--- config.mk ---
export PLATFORM = sky130hd
export DESIGN_NAME = vgsp_queue
export DESIGN_NICKNAME = d
export VERILOG_FILES = /design/src/rtl/vgsp_pkg.sv /design/src/rtl/vgsp_queue.sv
export SDC_FILE = /design/constraint.sdc
export NUM_CORES = 1
export LEC_CHECK = 0
export BUFFER_PORTS_ARGS = -buffer_cell sky130_fd_sc_hd__buf_2
export CAP_MARGIN = 20
export CORE_MARGIN = 3
export CORE_UTILIZATION = 50
export DETAILED_ROUTE_END_ITERATION = 10
export PLACE_DENSITY = 0.78
export SYNTH_ARGS = -nofsm -noshare
export SYNTH_HDL_FRONTEND = slang
export SYNTH_SLANG_ARGS = --single-unit
--- constraint.sdc ---
create_clock -name aclk -period 5.68 [get_ports aclk]
set_input_delay 0.568 -clock aclk [delete_from_list [all_inputs] [get_ports aclk]]
set_output_delay 0.568 -clock aclk [all_outputs]
set_load 0.02 [all_outputs]
--- src/rtl/vgsp_pkg.sv ---
// Shared types, codes and constants of the voxel grid shape painter.
`timescale 1ns / 1ps

package vgsp_pkg;

    // Default grid size on each axis; each axis may be 1 to 64 voxels.
    localparam int GRID_X_DEF = 32;
    localparam int GRID_Y_DEF = 32;
    localparam int GRID_Z_DEF = 32;

    // Grid coordinate width, wide enough for the largest supported axis.
    localparam int CW = 6;

    localparam int QUEUE_DEPTH = 2;
    localparam int CFG_IDX_W   = 8;
    localparam int COLOR_W     = 32;

    // Command codes on s_action.
    localparam logic [2:0] ACT_SET_VOXEL  = 3'd0;
    localparam logic [2:0] ACT_CLR_VOXEL  = 3'd1;
    localparam logic [2:0] ACT_SET_SPHERE = 3'd2;
    localparam logic [2:0] ACT_CLR_SPHERE = 3'd3;
    localparam logic [2:0] ACT_SET_BOX    = 3'd4;
    localparam logic [2:0] ACT_CLR_BOX    = 3'd5;
    localparam logic [2:0] ACT_READ_VOXEL = 3'd6;

    // Configuration register indexes.
    localparam logic [CFG_IDX_W-1:0] REG_PAINT_RED   = 8'd0;
    localparam logic [CFG_IDX_W-1:0] REG_PAINT_GREEN = 8'd1;
    localparam logic [CFG_IDX_W-1:0] REG_PAINT_BLUE  = 8'd2;
    localparam logic [CFG_IDX_W-1:0] REG_PAINT_ALPHA = 8'd3;

    // What the back end does with a queued command.
    typedef enum logic [1:0] {
        KIND_RESULT = 2'd0,   // answer at once, store untouched
        KIND_READ   = 2'd1,   // read one voxel
        KIND_FILL   = 2'd2    // walk a box of voxels, optionally sphere-tested
    } kind_t;

    typedef struct packed {
        kind_t              kind;
        logic               status;
        logic               set;
        logic               sphere;
        logic [CW-1:0]      x0;
        logic [CW-1:0]      x1;
        logic [CW-1:0]      y0;
        logic [CW-1:0]      y1;
        logic [CW-1:0]      z0;
        logic [CW-1:0]      z1;
        logic signed [7:0]  cx;
        logic signed [7:0]  cy;
        logic signed [7:0]  cz;
        logic [13:0]        r2;
    } cmd_t;

    typedef struct packed {
        logic       status;
        logic       voxel_on;
        logic [7:0] red;
        logic [7:0] green;
        logic [7:0] blue;
        logic [7:0] alpha;
    } res_t;

endpackage

--- src/rtl/vgsp_queue.sv ---
// Small command FIFO between the front and back ends.
`timescale 1ns / 1ps

module vgsp_queue #(
    parameter int DEPTH = vgsp_pkg::QUEUE_DEPTH
) (
    input  logic           aclk,
    input  logic           aresetn,
    input  logic           push,
    output logic           in_ready,
    input  vgsp_pkg::cmd_t in_data,
    output logic           out_valid,
    input  logic           pop,
    output vgsp_pkg::cmd_t out_data
);

    localparam int QAW = (DEPTH > 1) ? $clog2(DEPTH) : 1;
    localparam int CNTW = $clog2(DEPTH + 1);

    vgsp_pkg::cmd_t  entry_reg [DEPTH];
    logic [QAW-1:0]  wr_ptr_reg, wr_ptr_next;
    logic [QAW-1:0]  rd_ptr_reg, rd_ptr_next;
    logic [CNTW-1:0] count_reg, count_next;
    logic            do_pop;

    assign in_ready  = (count_reg != CNTW'(DEPTH));
    assign out_valid = (count_reg != '0);
    assign out_data  = entry_reg[rd_ptr_reg];
    assign do_pop    = pop && out_valid;

    always_comb begin
        wr_ptr_next = wr_ptr_reg;
        rd_ptr_next = rd_ptr_reg;
        count_next  = count_reg;
        if (push) begin
            wr_ptr_next = (wr_ptr_reg == QAW'(DEPTH - 1)) ? '0 : wr_ptr_reg + 1'b1;
        end
        if (do_pop) begin
            rd_ptr_next = (rd_ptr_reg == QAW'(DEPTH - 1)) ? '0 : rd_ptr_reg + 1'b1;
        end
        if (push && !do_pop) begin
            count_next = count_reg + 1'b1;
        end else if (!push && do_pop) begin
            count_next = count_reg - 1'b1;
        end
    end

    always_ff @(posedge aclk) begin
        if (!aresetn) begin
            wr_ptr_reg <= '0;
            rd_ptr_reg <= '0;
            count_reg  <= '0;
        end else begin
            wr_ptr_reg <= wr_ptr_next;
            rd_ptr_reg <= rd_ptr_next;
            count_reg  <= count_next;
        end
    end

    always_ff @(posedge aclk) begin
        if (push) begin
            entry_reg[wr_ptr_reg] <= in_data;
        end
    end

endmodule

== Yosys cells after proc, flatten, opt, wreduce, memory -nomap -nowiden ==
Memories as Yosys holds them, arrays and structs flattened. A register that Yosys moved wholly into a read port is not among the register bits.
Index checks and enable logic that the tools add are counted.

* RAM bits: 158
* Input bits: 83
* Flip-flop bits (word level): 4
* Memories: 1

{| class="wikitable"
|+ Memories
! name !! depth !! width !! rd ports !! clocked after memory_dff !! write ports !! RTL line !! text
|-
| entry_reg || 2 || 79 || 1 || 1 || 1 || vgsp_queue.sv:20 || <nowiki>vgsp_pkg::cmd_t entry_reg [DEPTH];</nowiki>
|}

* Eq/ne operators: 1
* Reductions and logical operators: 7
* Mux-type cells: 8
* $add $sub $neg: 4

{| class="wikitable"
|+ Operators with widths
! operator !! count
|-
| 2-to-1 mux 1 bit || 6
|-
| 2-to-1 mux 2 bit || 2
|-
| nonzero test 2 bit || 2
|-
| logical AND 1 bit || 3
|-
| adder 1 bit, second input constant || 2
|-
| adder 2 x 1 -> 2 bit, second input constant || 1
|-
| zero test 1 bit || 2
|-
| inequality test 2 bit, second input constant || 1
|-
| subtractor 2 x 1 -> 2 bit, second input constant || 1
|}

== Depth between registers and ports, before layout ==
* Word-level depth: 5
* Gate-level depth with buffers: 5

== Worst setup path before layout ==
Ideal clock, no wire load.

* Path kind: input to register
* Start: input push
* End: memory entry_reg[0][0] in the netlist's numbering, enable pin
* Data required time: 5153 ps
* Stages on the path: 1
* Library setup time: 527 ps
* Path buffers: 0
* Arrival: 4054 ps
* Path slack: 1099 ps
* Path through: nor2b_1

* Longest elaborated chain between the ends: 2

{| class="wikitable"
|+ RTL lines
! what !! RTL line !! text
|-
| start: declaration || vgsp_queue.sv:9 || <nowiki>input logic push,</nowiki>
|-
| 2-to-1 mux 1 bit || vgsp_queue.sv:61 || <nowiki>if (push) begin</nowiki>
|-
| 2-to-1 mux 1 bit (not written as such) || vgsp_queue.sv:62 || <nowiki>entry_reg[wr_ptr_reg] <= in_data;</nowiki>
|-
| end: declaration || vgsp_queue.sv:20 ||
|}

Every way passes these cells.

==> reports/metrics.cfg <==
[outcome]
outcome = finished, final reports clean

[placement]
dp.final_hpwl_um = 6478
placedCellCount = 566
pre_cts_slack_ns = 2.963
portBuffers = 163
gp_routability_congestion = 0.7016

[power_and_ir_drop]
power.leakage_nw = 2.857
finalPower_mw = 3.394
peakVddDrop_uv = 297.6
power.density_nw_per_um2 = 448.1

[synthesis]
most_frequently_used_cell_type_in_the_post_synthesis_netlist = sky130_fd_sc_hd__edfxtp_1
synth_top_area_share_pct = 79.66
synth.avg_cell_area_um2 = 22.22
ys_async_sr_fraction_pct = 0
ys_warn_count = 0
synth.net_count = 352
yosys-top-cells-count = 158 x sky130_fd_sc_hd__edfxtp_1, 69 x sky130_fd_sc_hd__mux2_2, 10 x sky130_fd_sc_hd__mux2_4
synth.top_cells.by_area = sky130_fd_sc_hd__edfxtp_1 80%, sky130_fd_sc_hd__mux2_2 13%, sky130_fd_sc_hd__mux2_4 2.5%, sky130_fd_sc_hd__dfxtp_1 1.7%, sky130_fd_sc_hd__buf_6 0.57%
synthFlopType = sky130_fd_sc_hd__edfxtp_1
syn-cell-area_um2 = 5956
netlist_instances = 268
ys_seq_elements = 163
synth.distinct_cells = 18
synth_top_area_cell = sky130_fd_sc_hd__edfxtp_1
synth-edff-count = 158
ys_seq_area_share_pct = 81.34

[global_route]
first_pass_grt_wire_length_um = 15680
grt_max_degree = 80
groute.usage.overall_pct = 15.91
first_global_vias = 3145
globalRoute.totalOverflow = 0
number_of_antenna_violations_at_the_first_check_in_global_routing = 0

[setup_path]
crit_slowest_cell = sky130_fd_sc_hd__dfxtp_4
crit_family = flip-flops
worst-setup-path-type = register to output port
critical_path_depth_in_cells = 3
critical_path_fanouts_max = 44
cp-start-kind = register
worst_setup_path_end_kind = output port
crit-reg2reg-launch = wr_ptr_reg$_SDFFE_PN0P_
crit_required_ns = 5.11
ff2ff_path_depth = 2
crit_chain = buf_16 -> mux2_2 -> buf_2
timing.reg2reg.setup_slack_ns = 4.10
critical_path.max_stage_delay_ns = 0.68
regToRegEndpoint = entry_reg[1][57]$_DFFE_PP_
critical_path_arrival_ns = 1.99
worst-path-buf-inv = 2

[floorplanning]
fp.dieW_um = 115.1
core_region_area_um2 = 11520
floorplan.die_area_um2 = 13260
fp-row-count = 39
die_y_um = 115.1
io_pins = 164
floorplan.initialDensity_pct = 51.72

[timing]
timing.final.crit_period_ns = 2.555
finalHoldViolations = 0
final.setup.worst_slack_ns = 3.125
fmaxAchievable_ghz = 0.3914
grt_setup_unrepaired = false
setup_viol_count_final = 0
maxSlewHeadroom_pct = 62.42
timing_max_transition_violations_final = 0
clock-skew-final_ns = 0.007838
tightest_slew_ns = 0.5637
post_route_fraction_of_the_period_consumed_by_the_critical_path_pct = 44.98
tns_ns = 0

[final_layout]
layoutNonFillerInstCount = 601
utilization_pct = 65.78
fin_nets = 529
antenna-diode-count = 0
area_added_between_synthesis_and_finish_pct = 27.18
fillerInstances = 811
drive_above_1_share_pct = 60.04
largest_register_ffs = 158

[detailed_routing]
drtIter0Drc = 164
post_drt_wl_per_cell_um = 17.18
route.detailed.drc = 0
final_antenna_net_count = 0
highest_layer = met4
met3RoutedLength_um = 536
met2_length_um = 5432
dr_total_vias = 3017
detailedRoute.firstPassIterationCount = 6
route.layer.met1.wl_um = 4220
routed_wirelength_um = 10320
avgViaCountPerCell = 5.020

[clock_tree]
clock-root-buffer = sky130_fd_sc_hd__clkbuf_16
clock_slew_at_the_register_clock_pins_of_the_worst_setup_and_hold_paths_ns = 0.06
tritoncts = done
htree_levels = 4
cts_hold_buf = 0
cts.path.max_buffers = 2
ctsResizeCount = 0
cts-buffers-inserted = 17
cts_sinks = 163
post_cts_buffers = 0
clk_latency_ns = 0.41

[worst_hold_path]
hold_depth = 1
startpoint_of_the_lowest_slack_hold_path = in_data[3]
holdCritPathClass = primary input to register
hold_end = entry_reg[1][3]$_DFFE_PP_

[job]
maxCapViolCount = 0

[area by class of cell]
type	count	area, um^2	area share (%)
Clock buffer	20	436.7	5.765
Clock inverter	12	162.7	2.147
Sequential cell	163	4848	64.01
Tap cell	143	178.9	2.362
Multi-Input combinational cell	96	1057	13.96
Timing Repair Buffer	167	890.9	11.76
[routing by layer]
layer / global-route usage, % / vias up
li1: - / 1416
met1: 18.52 / 1490
met2: 26.74 / 99
met3: 5.632 / 12
met4: 6.886 / 0
met5: 0 / -
[cells by family (layout without fill, tap and decap cells)]
| family | Yosys count | in the layout | synth area share (%) |
|---|---|---|---|
| AND/OR/NAND/NOR | 9 | 9 | 0.9455 |
| adder cells (fa/ha/maj) | 1 | 1 | 0.2101 |
| AO/OA/AOI/OAI | 4 | 4 | 0.4201 |
| multiplexers | 79 | 79 | 15.57 |
| buffers and inverters | 9 | 199 | 1.071 |
| XOR/XNOR | 3 | 3 | 0.4413 |
| flip-flops | 163 | 163 | 81.34 |
[layout by cell type (no fill, tap or decap), types with 2 or more instances in the layout]
cell type / synthesis / final
sky130_fd_sc_hd__buf_12: 0 / 2
sky130_fd_sc_hd__edfxtp_1: 158 / 158
sky130_fd_sc_hd__mux2_4: 10 / 10
sky130_fd_sc_hd__and2_1: 4 / 3
sky130_fd_sc_hd__xnor2_1: 2 / 2
sky130_fd_sc_hd__dfxtp_1: 5 / 4
sky130_fd_sc_hd__mux2_2: 69 / 69
sky130_fd_sc_hd__clkbuf_16: 0 / 17
sky130_fd_sc_hd__clkinv_1: 0 / 4
sky130_fd_sc_hd__bufinv_16: 0 / 4
sky130_fd_sc_hd__clkbuf_1: 0 / 3
sky130_fd_sc_hd__buf_2: 6 / 163
sky130_fd_sc_hd__clkinvlp_4: 0 / 3
[worst register-to-register path, stage by stage (launching register included)]
cell	delay [ns]
sky130_fd_sc_hd__dfxtp_1	0.40
sky130_fd_sc_hd__and2_4	0.51
sky130_fd_sc_hd__buf_12	0.31
[stage by stage]
step                      hold WS, ns  cell area, um^2
after floorplan                0.4785             5956
after global placement         0.4945             6908
after detailed placement       0.5151             6908
after CTS                      0.3183             7507
after global routing           0.3230             7575
final                          0.3448             7575
[how the worst max path moves through the flow]
stage / from / endpoint / slack (ns)
2_1_floorplan: push / entry_reg[0][0]$_DFFE_PP_ / 1.10
4_1_cts: register / out_data[66] / 2.94
6_report: register / out_data[63] / 3.12
3_3_place_gp: push / entry_reg[0][18]$_DFFE_PP_ / 3.07
3_5_place_dp: push / entry_reg[0][23]$_DFFE_PP_ / 2.96
5_1_grt: register / out_data[63] / 3.03
[power breakdown]
part	total (mW)	internal, mW	switching [mW]
clock network	1.15	0.728	0.419
logic	0.779	0.360	0.418
registers	1.47	1.40	0.0669
Power figures use the tool's default switching activity.
