## src/rtl/vgsp_pkg.sv

```systemverilog
// Shared types, codes and constants of the voxel grid shape painter.
`timescale 1ns / 1ps

package vgsp_pkg;

    // Default grid size on each axis; each axis may be 1 to 64 voxels.
    localparam int GRID_X_DEF = 32;
    localparam int GRID_Y_DEF = 32;
    localparam int GRID_Z_DEF = 32;

    // Grid coordinate width, wide enough for the largest supported axis.
    localparam int CW = 6;

    localparam int QUEUE_DEPTH = 2;
    localparam int CFG_IDX_W   = 8;
    localparam int COLOR_W     = 32;

    // Command codes on s_action.
    localparam logic [2:0] ACT_SET_VOXEL  = 3'd0;
    localparam logic [2:0] ACT_CLR_VOXEL  = 3'd1;
    localparam logic [2:0] ACT_SET_SPHERE = 3'd2;
    localparam logic [2:0] ACT_CLR_SPHERE = 3'd3;
    localparam logic [2:0] ACT_SET_BOX    = 3'd4;
    localparam logic [2:0] ACT_CLR_BOX    = 3'd5;
    localparam logic [2:0] ACT_READ_VOXEL = 3'd6;

    // Configuration register indexes.
    localparam logic [CFG_IDX_W-1:0] REG_PAINT_RED   = 8'd0;
    localparam logic [CFG_IDX_W-1:0] REG_PAINT_GREEN = 8'd1;
    localparam logic [CFG_IDX_W-1:0] REG_PAINT_BLUE  = 8'd2;
    localparam logic [CFG_IDX_W-1:0] REG_PAINT_ALPHA = 8'd3;

    // What the back end does with a queued command.
    typedef enum logic [1:0] {
        KIND_RESULT = 2'd0,   // answer at once, store untouched
        KIND_READ   = 2'd1,   // read one voxel
        KIND_FILL   = 2'd2    // walk a box of voxels, optionally sphere-tested
    } kind_t;

    typedef struct packed {
        kind_t              kind;
        logic               status;
        logic               set;
        logic               sphere;
        logic [CW-1:0]      x0;
        logic [CW-1:0]      x1;
        logic [CW-1:0]      y0;
        logic [CW-1:0]      y1;
        logic [CW-1:0]      z0;
        logic [CW-1:0]      z1;
        logic signed [7:0]  cx;
        logic signed [7:0]  cy;
        logic signed [7:0]  cz;
        logic [13:0]        r2;
    } cmd_t;

    typedef struct packed {
        logic       status;
        logic       voxel_on;
        logic [7:0] red;
        logic [7:0] green;
        logic [7:0] blue;
        logic [7:0] alpha;
    } res_t;

endpackage

```

## src/rtl/vgsp_front.sv

```systemverilog
// Front end: accepts commands, checks and clips coordinates, builds queue entries.
`timescale 1ns / 1ps

module vgsp_front #(
    parameter int GRID_X = vgsp_pkg::GRID_X_DEF,
    parameter int GRID_Y = vgsp_pkg::GRID_Y_DEF,
    parameter int GRID_Z = vgsp_pkg::GRID_Z_DEF
) (
    input  logic               init_done,
    input  logic               s_valid,
    output logic               s_ready,
    input  logic [2:0]         s_action,
    input  logic signed [7:0]  s_first_x,
    input  logic signed [7:0]  s_first_y,
    input  logic signed [7:0]  s_first_z,
    input  logic signed [7:0]  s_last_x,
    input  logic signed [7:0]  s_last_y,
    input  logic signed [7:0]  s_last_z,
    input  logic [6:0]         s_sphere_radius,
    output logic               q_push,
    input  logic               q_ready,
    output vgsp_pkg::cmd_t     q_data
);

    function automatic logic in_axis(input logic signed [7:0] v, input int n);
        in_axis = (v >= 0) && (v < n);
    endfunction

    function automatic logic signed [8:0] clip_lo(input logic signed [7:0] v);
        clip_lo = (v < 0) ? 9'sd0 : 9'(v);
    endfunction

    function automatic logic signed [8:0] clip_hi(input logic signed [7:0] v, input int n);
        clip_hi = (v > n - 1) ? 9'(n - 1) : 9'(v);
    endfunction

    logic              in_grid;
    logic signed [8:0] lo_x, hi_x, lo_y, hi_y, lo_z, hi_z;
    logic              box_empty;
    logic [13:0]       rad_ext;

    assign s_ready = init_done && q_ready;
    assign q_push  = s_valid && s_ready;

    assign in_grid = in_axis(s_first_x, GRID_X) && in_axis(s_first_y, GRID_Y) &&
                     in_axis(s_first_z, GRID_Z);

    assign lo_x = clip_lo(s_first_x);
    assign lo_y = clip_lo(s_first_y);
    assign lo_z = clip_lo(s_first_z);
    assign hi_x = clip_hi(s_last_x, GRID_X);
    assign hi_y = clip_hi(s_last_y, GRID_Y);
    assign hi_z = clip_hi(s_last_z, GRID_Z);
    assign box_empty = (lo_x > hi_x) || (lo_y > hi_y) || (lo_z > hi_z);
    assign rad_ext = 14'(s_sphere_radius);

    always_comb begin
        q_data        = '0;
        q_data.kind   = vgsp_pkg::KIND_RESULT;
        q_data.cx     = s_first_x;
        q_data.cy     = s_first_y;
        q_data.cz     = s_first_z;
        q_data.r2     = rad_ext * rad_ext;
        case (s_action)
            vgsp_pkg::ACT_SET_VOXEL, vgsp_pkg::ACT_CLR_VOXEL, vgsp_pkg::ACT_READ_VOXEL: begin
                if (!in_grid) begin
                    q_data.status = 1'b1;
                end else begin
                    q_data.kind = (s_action == vgsp_pkg::ACT_READ_VOXEL) ?
                                  vgsp_pkg::KIND_READ : vgsp_pkg::KIND_FILL;
                    q_data.set  = (s_action == vgsp_pkg::ACT_SET_VOXEL);
                    q_data.x0   = s_first_x[vgsp_pkg::CW-1:0];
                    q_data.x1   = s_first_x[vgsp_pkg::CW-1:0];
                    q_data.y0   = s_first_y[vgsp_pkg::CW-1:0];
                    q_data.y1   = s_first_y[vgsp_pkg::CW-1:0];
                    q_data.z0   = s_first_z[vgsp_pkg::CW-1:0];
                    q_data.z1   = s_first_z[vgsp_pkg::CW-1:0];
                end
            end
            vgsp_pkg::ACT_SET_SPHERE, vgsp_pkg::ACT_CLR_SPHERE: begin
                q_data.kind   = vgsp_pkg::KIND_FILL;
                q_data.set    = (s_action == vgsp_pkg::ACT_SET_SPHERE);
                q_data.sphere = 1'b1;
                q_data.x1     = vgsp_pkg::CW'(GRID_X - 1);
                q_data.y1     = vgsp_pkg::CW'(GRID_Y - 1);
                q_data.z1     = vgsp_pkg::CW'(GRID_Z - 1);
            end
            vgsp_pkg::ACT_SET_BOX, vgsp_pkg::ACT_CLR_BOX: begin
                if (!box_empty) begin
                    q_data.kind = vgsp_pkg::KIND_FILL;
                    q_data.set  = (s_action == vgsp_pkg::ACT_SET_BOX);
                    q_data.x0   = lo_x[vgsp_pkg::CW-1:0];
                    q_data.x1   = hi_x[vgsp_pkg::CW-1:0];
                    q_data.y0   = lo_y[vgsp_pkg::CW-1:0];
                    q_data.y1   = hi_y[vgsp_pkg::CW-1:0];
                    q_data.z0   = lo_z[vgsp_pkg::CW-1:0];
                    q_data.z1   = hi_z[vgsp_pkg::CW-1:0];
                end
            end
            default: begin
                q_data.kind = vgsp_pkg::KIND_RESULT;
            end
        endcase
    end

endmodule

```

## config.mk

```make
export PLATFORM = sky130hd
export DESIGN_NAME = vgsp_front
export DESIGN_NICKNAME = d
export VERILOG_FILES = /design/src/rtl/vgsp_pkg.sv /design/src/rtl/vgsp_front.sv
export SDC_FILE = /design/constraint.sdc
export NUM_CORES = 1
export LEC_CHECK = 0
export BUFFER_PORTS_ARGS = -buffer_cell sky130_fd_sc_hd__buf_2
export CORE_MARGIN = 2
export CORE_UTILIZATION = 40
export DETAILED_ROUTE_END_ITERATION = 7
export PLACE_DENSITY = 0.73
export SLEW_MARGIN = 20
export SYNTH_ARGS = -nofsm -noshare
export SYNTH_HDL_FRONTEND = slang
export SYNTH_SLANG_ARGS = --single-unit
export TNS_END_PERCENT = 30
```

## constraint.sdc

```tcl
create_clock -name vclk -period 11.2
set_input_delay 3.36 -clock vclk [all_inputs]
set_output_delay 3.36 -clock vclk [all_outputs]
set_load 0.05 [all_outputs]
```

### After elaboration in Yosys (flattened, before gate mapping)

Index checks and enable logic that the tools add are counted.

* memories: 0
* latch bits: 0
* input bits: 61
* output and inout bits: 81
* logic and storage cells: 59
* memory bits (writable): 0
* bits in registers: 0
* bits in read-only memories: 0

* div/mod/pow operators: 0
* equal/unequal tests: 6
* multiplexer cells: 24
* shift operators: 0
* bitwise gates (word level): 0
* reduce and logical (&&, ||, !) cells: 13
* order comparisons: 15
* $mul: 1
* add/sub/neg operators: 0

Operators with widths (number)
* $mux W36: 2
* $mux W9: 6
* $pmux W6 S3: 3
* $pmux W6 S2: 3
* $gt A9 B9 Y1: 3
* $ge A8 B1 Y1 const B: 3
* $gt A8 B6 Y1 const B: 3
* $lt A8 B1 Y1 const B: 3
* $lt A8 B7 Y1 const B: 3
* $mul A7 B7 Y14: 1
* $eq A3 B3 Y1 const B: 3
* $logic_and A1 B1 Y1: 7
* $eq A3 B2 Y1 const B: 2
* $mux W2: 3
* $pmux W2 S3: 1
* $mux W1: 5
* $reduce_or A2 Y1: 2
* $eq A3 B1 Y1 const B: 1
* $logic_not A3 Y1: 1
* $pmux W1 S3: 1
* $reduce_or A3 Y1: 1
* $logic_or A1 B1 Y1: 2

### Depth between registers and ports, before layout

* word-level depth: 7
* gate-level depth with buffers: 15
* depth with buffers taken out: 15

### Worst setup path after synthesis

OpenSTA, ideal clock, no wires.

* path kind: input to output
* start: input port s_sphere_radius[0]
* end: output port q_data[13] in the netlist's numbering
* slack: -238 ps
* stages: 15
* buffers on the path: 1
* required time: 7840 ps
* arrival time: 8078 ps
* cells stage by stage: clkbuf_1 > and2_1 > fa_1 > inv_1 > fa_1 > fa_1 > inv_1 > fa_1 > ha_1 > and4_1 > a221o_1 > o41ai_4 > o21ai_1 > a21oi_1 > xor2_1

RTL lines
* start: declaration: line vgsp_front.sv:19 `input logic [6:0] s_sphere_radius,`
* end: declaration: line vgsp_front.sv:22 `output vgsp_pkg::cmd_t q_data`

==> run metrics <==
status=completed; yosys warns=0; Mapped Area=~2500 µm²; FMAX=approximately 91 MHz; multi-input combinational cell area=2270 µm²; FF+latch count=0; Power per Cell Area=~120 nW/µm²; fin cells=543; cell count after synthesis=353; initial antenna violation count=0; total grt overflow=0; # Post-CTS Setup Buffers=0; crit share post-route=between 90% and 100%; synth unique cells=between 40 and 50; commonest non-fill, non-tap cells in the layout=136 x buf_2, 44 x ha_1, 37 x nor2_1, 31 x and2_1, 24 x a21oi_1; most common cell after layout, fill and taps aside=buf_2; RSZ-0062 raised after global routing=no; Port Buffers=about 140; average size of a mapped cell=roughly 7 µm²; VDD IR-drop max=approximately 0.20 mV; GP Congestion=0.877; Hold WC Path Type=input pin to output pin; Worst Slack Setup Final=0.233 ns; sequential share of the synthesized area=0%; Post-CTS Hold Buffers=0; Final Slew Violations=0; die width=~84 µm; crit path launch type=input pin; Ports=around 140; Post-Place Cells=approximately 540; CP required=roughly 7.8 ns; residual antenna-violating net count after detailed routing=0; global-route wire length before repair=11,600 µm; Detailed Routing Iterations Pass 1=5; core area=6240 µm²; Fillers=around 640; Power, Total=about 0.38 mW; dpl ws=-0.00396 ns; Initial Util=between 40 and 50%; Avg WL per Cell=between 10 and 15 µm; DP HPWL=approximately 6000 µm; DRT iter0 DRCs=90; CP endpoint kind=output pin; P_leak=roughly 1.8 nW; Crit Path Category=input pin to output pin; fin util=a little over 50%; Detailed Route WL=7000 µm; fin nets=588; fraction of layout cells with a size suffix above 1=about 34%; # rows=29; Area Growth Syn to Fin=26.8%; final hold vios=0; crit path launch=s_sphere_radius[5]; Worst-Margin Slew=1.08 ns; Worst slew margin=28.1%; Seq. cell area=0 µm²; fin crit period=between 10 and 15 ns; Final setup viols=0; Design Area, Final=3220 µm²; chip height=83.7 µm; Worst EP arrival=roughly 7.6 ns; dpl cell area=approximately 3200 µm²; total track usage=a little under a fifth; Worst Min Path Start=s_first_x[6]; number of diodes=0; via count=2,806; vias in the first global route=between 2,000 and 3,000; crit path max fanout=4; largest net degree at the start of global routing=24; clock buffer count=0; Die ar.=roughly 7000 µm²; Vias/cell=between 5 and 6; # DRC=0; Max Cap Viol=0
==> critical path, cell delays in order <==
cell and delay, ns:
buf_2 0.10, and2_4 0.17, fa_1 0.50, inv_1 0.05
fa_1 0.48, fa_1 0.49, inv_1 0.05, fa_1 0.59
ha_4 0.22, and4_1 0.20, a221o_1 0.35, o41ai_4 0.31
o21ai_1 0.10, a21oi_1 0.16, buf_4 0.16, xor2_4 0.14
buf_6 0.17
==> timing repair <==
| action | 4_1_cts | 5_1_grt |
|---|---|---|
| gates resized for setup | 1 | 8 |
| setup endpoints to repair | 1 | 2 |
| pin swaps | 0 | 9 |
| gates cloned | 0 | 0 |
| endpoints found under the hold margin | 0 | 0 |
==> routing by layer <==
| layer | share of wire (%) | track usage (%) | vias to the layer above |
|---|---|---|---|
| met1 | 45 | 25.1 | 1300 |
| met5 | 0 | 0 | - |
| met2 | 50 | 35.3 | 89 |
| met3 | 5.1 | 1.19 | 6 |
| li1 | - | - | 1411 |
| met4 | 0.39 | 0.880 | 0 |
==> layout make-up <==
cell class / count / share of cell area [%]
inverters: 21 / 2.45
multi-input cells: 296 / 70.3
repair buffers: 149 / 24.3
well taps: 77 / 2.99
==> kinds of logic (layout without fill, tap and decap cells) <==
| family | after synthesis | count (layout) | synth area share, % |
|---|---|---|---|
| other | 1 | 4 | 0.148 |
| and+or+nand+nor | 146 | 146 | 30.1 |
| AOI/OAI and AO/OA | 72 | 72 | 18.1 |
| xor gates and xnor gates | 14 | 14 | 4.83 |
| adders and majority gates | 59 | 59 | 33.2 |
| muxes | 1 | 1 | 0.443 |
| buffers and inverters | 60 | 170 | 13.2 |
==> synth_stat cells (all sizes together), types with 5 or more instances <==
library cell / count / area (µm²)
o21ai: 19 / 95.1
a21oi: 25 / 125
nand2b: 5 / 31.3
nand3: 8 / 40.0
fa: 14 / 280
clkbuf: 9 / 33.8
nor2: 37 / 139
xnor2: 12 / 105
and2: 33 / 206
o21a: 5 / 37.5
inv: 21 / 78.8
buf: 30 / 223
nand2: 22 / 82.6
nor2b: 21 / 131
ha: 45 / 563
==> through the flow <==
step           hold slack (ns)   TNS, ns
2_1_floorplan             6.89         0
3_3_place_gp              7.04         0
3_5_place_dp              7.04  -0.00396
4_1_cts                   7.04         0
5_1_grt                   7.04         0
6_report                  7.04         0
==> report_power, final <==
group	internal, mW	total [mW]	switching (mW)
combinational	0.123	0.378	0.255
clock	0	0	0
sequential	0	0	0
==> final timing paths <==
kind / endpoint / cells past startpoint / slack (ns)
worst min-delay path: q_data[36] / 2 / 7.04
worst max-delay path: q_data[13] / 17 / 0.23
Power figures use the tool's default switching activity.
